File: config.mk
export PLATFORM = sky130hd
export DESIGN_NAME = base64_stream_decoder_flat
export DESIGN_NICKNAME = d
export VERILOG_FILES = /design/src/hdl/b64d_pkg.sv /design/src/hdl/b64d_stream_if.sv /design/src/hdl/base64_stream_decoder.sv /design/src/flat_wrapper.sv
export SDC_FILE = /design/constraint.sdc
export NUM_CORES = 1
export LEC_CHECK = 0
export ABC_CLOCK_PERIOD_IN_PS = 12000
export BUFFER_PORTS_ARGS = -buffer_cell sky130_fd_sc_hd__buf_2
export CAP_MARGIN = 20
export CORE_ASPECT_RATIO = 0.6
export CORE_MARGIN = 2
export CORE_UTILIZATION = 45
export DETAILED_ROUTE_END_ITERATION = 10
export GPL_ROUTABILITY_DRIVEN = 0
export HOLD_SLACK_MARGIN = 0.06
export MAX_ROUTING_LAYER = met4
export SYNTH_ARGS = -nofsm -noshare
export SYNTH_HDL_FRONTEND = slang
export SYNTH_SLANG_ARGS = --single-unit
File: constraint.sdc
create_clock -name clk -period 12 [get_ports clk]
set_input_delay 0 -clock clk [delete_from_list [all_inputs] [get_ports clk]]
set_output_delay 0 -clock clk [all_outputs]
set_load 0.02 [all_outputs]
File: src/hdl/b64d_pkg.sv
// Shared types, constants and the character decode function for the base64 stream decoder.
`default_nettype none

package b64d_pkg;

    localparam int unsigned CHAR_W   = 8;
    localparam int unsigned SEXTET_W = 6;
    localparam int unsigned GROUP_N  = 4;
    localparam int unsigned STORE_W  = SEXTET_W * (GROUP_N - 1);
    localparam int unsigned WORD_W   = SEXTET_W * GROUP_N;
    localparam int unsigned POS_W    = $clog2(GROUP_N);
    localparam int unsigned BYTE_W   = 8;
    localparam int unsigned BURST_N  = WORD_W / BYTE_W;
    localparam int unsigned PEND_W   = $clog2(BURST_N + 1);

    localparam logic [POS_W-1:0]  POS_LAST   = POS_W'(GROUP_N - 1);
    localparam logic [PEND_W-1:0] PEND_BURST = PEND_W'(BURST_N);
    localparam logic [PEND_W-1:0] PEND_ONE   = PEND_W'(1);

    typedef struct packed {
        logic [CHAR_W-1:0] in_char;
        logic              last_char;
    } in_item_t;

    typedef struct packed {
        logic [BYTE_W-1:0] out_byte;
        logic              byte_present;
        logic              end_of_message;
        logic              too_short;
    } out_item_t;

    typedef struct packed {
        logic                hit;
        logic [SEXTET_W-1:0] value;
    } sextet_t;

    // Alphabet lookup; '=' maps to zero, anything outside the alphabet misses.
    function automatic sextet_t sextet_of(input logic [CHAR_W-1:0] c);
        sextet_t           s;
        logic [CHAR_W-1:0] d;
        s = '{hit: 1'b0, value: '0};
        d = '0;
        if (c >= 8'h41 && c <= 8'h5A) begin
            d = c - 8'h41;
            s = '{hit: 1'b1, value: d[SEXTET_W-1:0]};
        end else if (c >= 8'h61 && c <= 8'h7A) begin
            d = c - 8'h61 + 8'd26;
            s = '{hit: 1'b1, value: d[SEXTET_W-1:0]};
        end else if (c >= 8'h30 && c <= 8'h39) begin
            d = c - 8'h30 + 8'd52;
            s = '{hit: 1'b1, value: d[SEXTET_W-1:0]};
        end else if (c == 8'h2B) begin
            s = '{hit: 1'b1, value: 6'd62};
        end else if (c == 8'h2F) begin
            s = '{hit: 1'b1, value: 6'd63};
        end else if (c == 8'h3D) begin
            s = '{hit: 1'b1, value: 6'd0};
        end
        return s;
    endfunction

endpackage

`default_nettype wire

File: src/hdl/b64d_stream_if.sv
// Valid/ready stream channel with a typed payload.
`default_nettype none

interface b64d_stream_if #(
    parameter type payload_t = logic
) ();
    logic     valid;
    logic     ready;
    payload_t payload;

    modport source (output valid, output payload, input ready);
    modport sink   (input valid, input payload, output ready);
endinterface

`default_nettype wire

File: src/hdl/base64_stream_decoder.sv
// Base64 stream decoder: one character in per transaction, decoded bytes out one per transaction.
// A character is registered in the input stage, and the results it causes in the result stage.
// Throughput: one character per cycle unless stalled; a completed group drains its 3 bytes one
//   per output handshake; a result-causing character arriving meanwhile waits in the input stage.
// Reset (rst_n low, asynchronous): both stages empty, group position, sextet store and
//   the full-group flag cleared. Each message-final character also clears the group state.
`default_nettype none

module base64_stream_decoder
    import b64d_pkg::*;
(
    input  logic          clk,
    input  logic          rst_n,
    b64d_stream_if.sink   char_stream,
    b64d_stream_if.source byte_stream
);

    // ------------------------------------------------------------------
    // Input stage: one registered character transaction.
    // ------------------------------------------------------------------
    logic              in_valid_reg;
    logic [CHAR_W-1:0] in_char_reg;
    logic              in_last_reg;

    // Group state carried across characters.
    logic [POS_W-1:0]   group_pos_reg,  group_pos_next;
    logic [STORE_W-1:0] store_reg,      store_next;
    logic               seen_full_reg,  seen_full_next;

    // Result stage: up to three pending results, shifted out MSB byte first.
    logic [PEND_W-1:0]  pend_reg,    pend_next;
    logic [WORD_W-1:0]  word_reg,    word_next;
    logic               present_reg, present_next;
    logic               eom_reg,     eom_next;
    logic               short_reg,   short_next;

    sextet_t sx;
    logic    complete;     // this character closes a group of four
    logic    produces;     // this character causes at least one result
    logic    out_fire;
    logic    burst_free;   // result stage can take a new burst this cycle
    logic    advance;      // input-stage character is processed this cycle
    logic    in_fire;

    assign sx       = sextet_of(in_char_reg);
    assign complete = sx.hit && (group_pos_reg == POS_LAST);
    assign produces = complete || in_last_reg;

    assign out_fire   = byte_stream.valid && byte_stream.ready;
    assign burst_free = (pend_reg == '0) || ((pend_reg == PEND_ONE) && out_fire);
    assign advance    = in_valid_reg && (!produces || burst_free);

    assign char_stream.ready = !in_valid_reg || advance;
    assign in_fire           = char_stream.valid && char_stream.ready;

    always_ff @(posedge clk or negedge rst_n) begin
        if (!rst_n) begin
            in_valid_reg <= 1'b0;
        end else if (in_fire) begin
            in_valid_reg <= 1'b1;
        end else if (advance) begin
            in_valid_reg <= 1'b0;
        end
    end

    always_ff @(posedge clk) begin
        if (in_fire) begin
            in_char_reg <= char_stream.payload.in_char;
            in_last_reg <= char_stream.payload.last_char;
        end
    end

    // ------------------------------------------------------------------
    // Group state update. A message-final character always returns the
    // group to empty; a completed group marks the message as long enough.
    // ------------------------------------------------------------------
    always_comb begin
        group_pos_next = group_pos_reg;
        store_next     = store_reg;
        seen_full_next = seen_full_reg;
        if (advance) begin
            if (in_last_reg) begin
                group_pos_next = '0;
                store_next     = '0;
                seen_full_next = 1'b0;
            end else if (complete) begin
                group_pos_next = '0;
                store_next     = '0;
                seen_full_next = 1'b1;
            end else if (sx.hit) begin
                group_pos_next = group_pos_reg + POS_W'(1);
                store_next     = {store_reg[STORE_W-SEXTET_W-1:0], sx.value};
            end
        end
    end

    always_ff @(posedge clk or negedge rst_n) begin
        if (!rst_n) begin
            group_pos_reg <= '0;
            store_reg     <= '0;
            seen_full_reg <= 1'b0;
        end else begin
            group_pos_reg <= group_pos_next;
            store_reg     <= store_next;
            seen_full_reg <= seen_full_next;
        end
    end

    // ------------------------------------------------------------------
    // Result stage. A completed group loads three bytes; otherwise a final
    // character loads one bare end marker (too short if no group was seen).
    // End of message rides on the last pending result only.
    // ------------------------------------------------------------------
    always_comb begin
        pend_next    = pend_reg;
        word_next    = word_reg;
        present_next = present_reg;
        eom_next     = eom_reg;
        short_next   = short_reg;
        if (advance && produces) begin
            if (complete) begin
                pend_next    = PEND_BURST;
                word_next    = {store_reg, sx.value};
                present_next = 1'b1;
                eom_next     = in_last_reg;
                short_next   = 1'b0;
            end else begin
                pend_next    = PEND_ONE;
                word_next    = '0;
                present_next = 1'b0;
                eom_next     = 1'b1;
                short_next   = !seen_full_reg;
            end
        end else if (out_fire) begin
            pend_next = pend_reg - PEND_ONE;
            word_next = {word_reg[WORD_W-BYTE_W-1:0], {BYTE_W{1'b0}}};
        end
    end

    always_ff @(posedge clk or negedge rst_n) begin
        if (!rst_n) begin
            pend_reg <= '0;
        end else begin
            pend_reg <= pend_next;
        end
    end

    always_ff @(posedge clk) begin
        word_reg    <= word_next;
        present_reg <= present_next;
        eom_reg     <= eom_next;
        short_reg   <= short_next;
    end

    assign byte_stream.valid                  = (pend_reg != '0);
    assign byte_stream.payload.out_byte       = present_reg ?
                                                word_reg[WORD_W-1 -: BYTE_W] : '0;
    assign byte_stream.payload.byte_present   = present_reg;
    assign byte_stream.payload.end_of_message = eom_reg && (pend_reg == PEND_ONE);
    assign byte_stream.payload.too_short      = short_reg;

    // ------------------------------------------------------------------
    // Assertions
    // ------------------------------------------------------------------
    a_marker_ends_message: assert property (@(posedge clk) disable iff (!rst_n)
        byte_stream.valid && !byte_stream.payload.byte_present
            |-> byte_stream.payload.end_of_message)
        else $error("bare end marker without end of message");

    a_short_only_on_marker: assert property (@(posedge clk) disable iff (!rst_n)
        byte_stream.valid && byte_stream.payload.too_short
            |-> !byte_stream.payload.byte_present)
        else $error("too_short flagged on a data byte");

    a_group_restarts: assert property (@(posedge clk) disable iff (!rst_n)
        advance && (complete || in_last_reg) |=> (group_pos_reg == '0))
        else $error("group position not cleared after group close");

    a_no_burst_overwrite: assert property (@(posedge clk) disable iff (!rst_n)
        advance && produces |-> burst_free)
        else $error("new results loaded over pending results");

endmodule

`default_nettype wire

File: src/flat_wrapper.sv
// flat-port wrapper written by rule: the top's interface ports become plain ports
module base64_stream_decoder_flat import b64d_pkg::*;
  (clk, rst_n, char_stream_valid, char_stream_payload, char_stream_ready, byte_stream_valid, byte_stream_payload, byte_stream_ready);
  b64d_stream_if #(.payload_t(in_item_t)) char_stream_i ();
  b64d_stream_if #(.payload_t(out_item_t)) byte_stream_i ();
  input  logic clk;
  input  logic rst_n;
  input wire logic [$bits(char_stream_i.valid)-1:0] char_stream_valid;
  input wire logic [$bits(char_stream_i.payload)-1:0] char_stream_payload;
  output wire logic [$bits(char_stream_i.ready)-1:0] char_stream_ready;
  output wire logic [$bits(byte_stream_i.valid)-1:0] byte_stream_valid;
  output wire logic [$bits(byte_stream_i.payload)-1:0] byte_stream_payload;
  input wire logic [$bits(byte_stream_i.ready)-1:0] byte_stream_ready;
  assign char_stream_i.valid = char_stream_valid;
  assign char_stream_i.payload = char_stream_payload;
  assign char_stream_ready = char_stream_i.ready;
  assign byte_stream_valid = byte_stream_i.valid;
  assign byte_stream_payload = byte_stream_i.payload;
  assign byte_stream_i.ready = byte_stream_ready;
  base64_stream_decoder u_core (.clk(clk), .rst_n(rst_n), .char_stream(char_stream_i), .byte_stream(byte_stream_i));
endmodule
---- Yosys cells after proc, flatten, opt, wreduce, memory -nomap -nowiden ----
Cells that the tools add are included.
storage, ports and cells
  register bits ........................... 60
  bits of input ports ..................... 13
  word-level logic and storage cells ...... 78
operators by class
  add/sub/neg operators ................... 7
  $lt $le $gt $ge ......................... 6
  equal/unequal tests ..................... 5
  muxes and demuxes ....................... 24
  reduce and logical (&&, ||, !) cells .... 25
operator list
  kind                                                                   number
  24-bit 2-to-1 mux                                                      3
  18-bit 2-to-1 mux                                                      3
  7-bit 2-to-1 mux                                                       6
  8-bit by 6-bit == test with 1-bit output, second input constant        3
  8-bit by 7-bit >= comparator with 1-bit output, second input constant  2
  8-bit by 7-bit <= comparator with 1-bit output, second input constant  2
  2-bit 2-to-1 mux                                                       6
  6-bit subtractor, second input constant                                2
  1-bit logical AND                                                      10
  8-bit by 6-bit >= comparator with 1-bit output, second input constant  1
  8-bit by 6-bit <= comparator with 1-bit output, second input constant  1
  8-bit 2-to-1 mux                                                       1
  2-bit nonzero test                                                     4
  6-bit by 5-bit adder with 6-bit output, second input constant          1
  6-bit adder, second input constant                                     1
  6-bit by 1-bit subtractor with 6-bit output, second input constant     1
  1-bit 2-to-1 mux                                                       5
  1-bit logical OR                                                       4
  2-bit AND reduction                                                    2
  1-bit zero test                                                        3
  3-bit nonzero test                                                     1
  2-bit by 1-bit adder with 2-bit output, second input constant          1
  2-bit by 1-bit == test with 1-bit output, second input constant        1
  2-bit == test, second input constant                                   1
  2 further kinds                                                        2

---- Longest topological paths before layout ----
  depth in word-level cells ............... 15
  depth in mapped cells ................... 10

---- Worst setup path after synthesis ----
No wires, ideal clock.
  path kind ............................... register -> register
  start point ............................. register u_core.in_char_reg[2]
  end point ............................... register u_core.word_reg[0], enable pin
  library setup time ...................... 0.438 ns
  arrival time ............................ 3.660 ns
  required time ........................... 11.562 ns
  setup slack ............................. 7.902 ns
  cell stages (with the launch flop) ...... 10
  buffers on the path ..................... 1
  period minus slack after synthesis ...... 4.098 ns
  path through ............................ edfxtp_1 -> inv_1 -> ha_1 -> a21oi_2 -> a311oi_1 -> or3_1 -> buf_2 -> a31oi_4 -> o21ai_0 -> o21ai_0
between the ends
  cells in the longest elaborated chain, start to end .. 14
  elaborated cells on any way between the ends .. 25
  those cells by class .................... 6 x order compare; 3 x eq/ne; 6 x mux; 10 x reduce/logical
RTL lines
  item                                      RTL line                      text
  start: declaration                        base64_stream_decoder.sv:22   logic [CHAR_W-1:0] in_char_reg;
  start signal: assignment                  base64_stream_decoder.sv:68   in_char_reg <= char_stream.payload.in_char;
  8-bit by 6-bit == test with 1-bit output  b64d_pkg.sv:56                end else if (c == 8'h3D) begin
  7-bit 2-to-1 mux                          b64d_pkg.sv:56
  7-bit 2-to-1 mux                          b64d_pkg.sv:54                end else if (c == 8'h2F) begin
  7-bit 2-to-1 mux                          b64d_pkg.sv:52                end else if (c == 8'h2B) begin
  7-bit 2-to-1 mux                          b64d_pkg.sv:49                end else if (c >= 8'h30 && c <= 8'h39) begin
  7-bit 2-to-1 mux                          b64d_pkg.sv:46                end else if (c >= 8'h61 && c <= 8'h7A) begin
  7-bit 2-to-1 mux *                        b64d_pkg.sv:43                if (c >= 8'h41 && c <= 8'h5A) begin
  1-bit logical AND *                       base64_stream_decoder.sv:46   assign complete = sx.hit && (group_pos_reg == POS_LAST);
  net u_core.complete                       base64_stream_decoder.sv:38   logic complete;
  1-bit logical OR *                        base64_stream_decoder.sv:47   assign produces = complete || in_last_reg;
  1-bit zero test                           base64_stream_decoder.sv:51   assign advance = in_valid_reg && (!produces || burst_free);
  1-bit logical OR                          base64_stream_decoder.sv:51
  1-bit logical AND                         base64_stream_decoder.sv:51
  1-bit logical AND *                       base64_stream_decoder.sv:120  if (advance && produces) begin
  2-bit nonzero test (no line) *            -
  end signal: assignment                    base64_stream_decoder.sv:149  word_reg <= word_next;
  end: declaration                          base64_stream_decoder.sv:32   logic [WORD_W-1:0] word_reg, word_next;
The timed path passes the listed nets; every way through them passes the cells marked *.
A chain may end at the register's enable or synchronous reset.

---- Worst setup path after layout ----
  start point ............................. register u_core.in_char_reg[2]
  end point ............................... register u_core.word_reg[18] (data pin)
between the ends
  cells in the longest elaborated chain, start to end .. 14
  elaborated cells on any way between the ends .. 26
  those cells by class .................... 6 x order compare; 3 x eq/ne; 8 x mux; 9 x reduce/logical
RTL lines
  item                                      RTL line
  8-bit by 6-bit == test with 1-bit output  b64d_pkg.sv:56
  7-bit 2-to-1 mux                          b64d_pkg.sv:56
  7-bit 2-to-1 mux                          b64d_pkg.sv:54
  7-bit 2-to-1 mux                          b64d_pkg.sv:52
  7-bit 2-to-1 mux                          b64d_pkg.sv:49
  7-bit 2-to-1 mux                          b64d_pkg.sv:46
  7-bit 2-to-1 mux *                        b64d_pkg.sv:43
  1-bit logical AND *                       base64_stream_decoder.sv:46
  1-bit logical OR                          base64_stream_decoder.sv:47
  1-bit zero test                           base64_stream_decoder.sv:51
  1-bit logical OR                          base64_stream_decoder.sv:51
  1-bit logical AND                         base64_stream_decoder.sv:51
  1-bit logical AND                         base64_stream_decoder.sv:120
  24-bit 2-to-1 mux *                       base64_stream_decoder.sv:120
  net u_core.word_next[18]                  base64_stream_decoder.sv:32
Marked as above.

==> impl_metrics.ini <==
[cts]
cts_buffer_depth = 2
clkLatencyLatePin_ns = 0.32
cts_resized = 0
numCtsBuffers = 9
clock-root-buffer = clkbuf_16
cts_sinks = 60
cts_tree = built
clk_pin_slew_worst_paths_ns = 0.05
cts_max_level = 3

[routing]
viasPerCell = 5.40
via_count = 2221
drt_first_pass_iters = 5
drc = 0
routed_wl_microns = 6640
drtIter0Drc = 148
antenna_left = 0
wl_per_cell_microns = 16.2

[power_and_ir_drop]
vdd_ir_drop_max_uv = 136
power_mw = 0.741
power_density_nw_per_um2 = 201
cellLeakagePower_nw = 1.52

[synth]
synthesis.nets = 308
netlist_area_sq_um = 3120
yosys_warnings = 0
synth_edf_count = 36
syn_area_per_cell_sq_um = 11.0
synth_seq_cells = 60
yosysSeqAreaShare = 0.539
synthCells = 283
async_reset_ff_frac = 0.400
ys.flop_type = edfxtp_1
yosysUniqueCellTypes = 57

[timing]
period_share = 0.268
setup-tns-final_ns = 0
report.final.slew_viol_count = 0
fin_worst_skew_ns = 0.0110
hold_viol = 0
period_needed_ns = 3.22
rsz0062_at_grt = false
worst_slew_pin_slew_ns = 0.845
fmax_mhz = 311
maxSlewHeadroom = 0.437
timing.final.ws_setup_ns = 8.78
whs_ns = 0.0834
setup_viol = 0

[layout]
largest_register_ffs = 24
area_delta_synth_final_pct = 18.5
post-route-util = 0.553
final_cell_mix = 48 x nand2_1, 36 x edfxtp_1, 25 x buf_2, 24 x dfrtp_1, 21 x o21ai_0
drive_above_1_share = 0.170
antennaDiodeCount = 0
final_cells = 411
fin_area_sq_um = 3690
final_nets = 344
final_common_cell = nand2_1

[placed_design]
placed_cells = 383
place_ws_ns = 8.86
portBuffers = 25
dpl_cell_area_sq_um = 3270
dp_hpwl_microns = 4470

[hold_path]
hp-start = byte_stream_ready
holdPathStages = 4
min_to = u_core.in_valid_reg$_DFFE_PN0P_
min_path_type = input pin to flip-flop

[global_routing]
grt_max_degree = 38
grt_pass1_vias = 2168
gr-usage-all-layers = 0.201
overflow = 0
grt_pass1_wl_microns = 11200
antenna_found_initial = 0

[critical_path]
r2r_start = u_core.in_char_reg[2]$_DFFE_PP_
rr_endpoint = u_core.word_reg[18]$_DFFE_PP_
r2r_setup_slack_ns = 8.78
rr_worst_depth = 7
crit_chain = inv_1, ha_1, a21oi_2, a211o_1, nand4b_1, a31oi_4, o21ai_0
startpoint_type = flip-flop
critPathArrivalTime_ns = 3.24
critPathMaxFanout = 37
path_class = flip-flop to flip-flop
slowest_stage = a31oi_4
critPathMaxStageDelay_ns = 0.87
cp.required_ns = 12.02
end_kind = flip-flop

[die]
fp.coreArea_sq_um = 6680
dieArea_sq_um = 7630
dieWidth_microns = 111
ioPinCount = 26
die_y_microns = 68.5
start_util = 0.467
num_rows = 23

[outcome]
status = completed

[flow_run]
maxCapViolations = 0
metal layers:
layer / global-route usage / vias to the layer above / share of wire / wire length [microns]
li1: - / 1090 / - / -
met1: 0.270 / 1049 / 0.50 / 3330
met2: 0.284 / 80 / 0.41 / 2750
met3: 0.0806 / 2 / 0.081 / 540
met4: 0.0556 / 0 / 0.0036 / 24
met5: - / - / 0 / 0
worst max path at each step:
stage                                               start                                to  slack [ns]  cells past startpoint
after CTS                 u_core.in_char_reg[2]$_DFFE_PP_      u_core.in_last_reg$_DFFE_PP_        8.84                      8
after floorplan           u_core.in_char_reg[2]$_DFFE_PP_  u_core.word_reg[0]$_SDFFCE_PN0P_        7.90                      9
after detailed placement  u_core.in_char_reg[2]$_DFFE_PP_   u_core.in_char_reg[0]$_DFFE_PP_        8.86                      8
after global routing      u_core.in_char_reg[2]$_DFFE_PP_     u_core.word_reg[18]$_DFFE_PP_        8.57                      7
after global placement    u_core.in_char_reg[2]$_DFFE_PP_   u_core.in_char_reg[0]$_DFFE_PP_        8.93                      8
final                     u_core.in_char_reg[2]$_DFFE_PP_     u_core.word_reg[18]$_DFFE_PP_        8.78                      7
cell type report:
type | instances | area [sq um]
clock inverters | 4 | 47.5
repair buffers | 38 | 254
inverters | 12 | 45.0
flip-flops and latches | 60 | 1680
well taps | 87 | 109
clock buffers | 12 | 256
fillers | 585 | 2980
multi-input cells | 198 | 1300
report_power, final:
part | switching (mW) | total [mW] | leakage [nW] | internal [mW]
Clock | 0.0843 | 0.255 | 0.149 | 0.171
Combinational | 0.114 | 0.179 | 0.695 | 0.0652
Sequential | 0.0259 | 0.307 | 0.673 | 0.281
Yosys cell counts (2+ instances only):
master	n	share of area
nand2_1	48	0.058
edfxtp_1	36	0.35
dfrtp_1	24	0.19
o21ai_0	22	0.035
and2_1	17	0.034
a22o_1	13	0.037
ha_1	12	0.048
inv_1	12	0.014
a21oi_1	11	0.018
nor2_1	8	0.0096
o21ai_1	6	0.0096
buf_4	5	0.012
o21a_1	4	0.0096
xnor2_1	4	0.011
and3_1	3	0.0060
buf_6	3	0.011
nand2b_1	3	0.0060
nand3_1	3	0.0048
nor2b_1	3	0.0060
nor3_1	3	0.0048
a31oi_4	2	0.014
buf_2	2	0.0032
clkbuf_1	2	0.0024
nor3b_1	2	0.0048
o22ai_1	2	0.0040
or3_1	2	0.0040
critical path: cells and delay by family, from the launching register on:
| kind | cells | cell delay, ns |
|---|---|---|
| AO/OA/AOI/OAI | 4 | 1.48 |
| AND/OR/NAND/NOR | 1 | 0.43 |
| flip-flops | 1 | 0.48 |
| buffers and inverters | 1 | 0.16 |
| adder cells (fa/ha/maj) | 1 | 0.33 |
logic make-up after synthesis:
family | after synthesis | share of synthesized area
multiplexers | 1 | 0.00321
flip-flops | 60 | 0.539
adder cells (fa/ha/maj) | 12 | 0.0482
XOR/XNOR | 5 | 0.0140
AO/OA/AOI/OAI | 80 | 0.189
AND/OR/NAND/NOR | 100 | 0.162
buffers and inverters | 25 | 0.0445
repair_timing:
action,4_1_cts,5_1_grt
buffers inserted,0,0
hold endpoints to repair,34,0
hold buffers,11,0
Power figures use the tool's default switching activity.
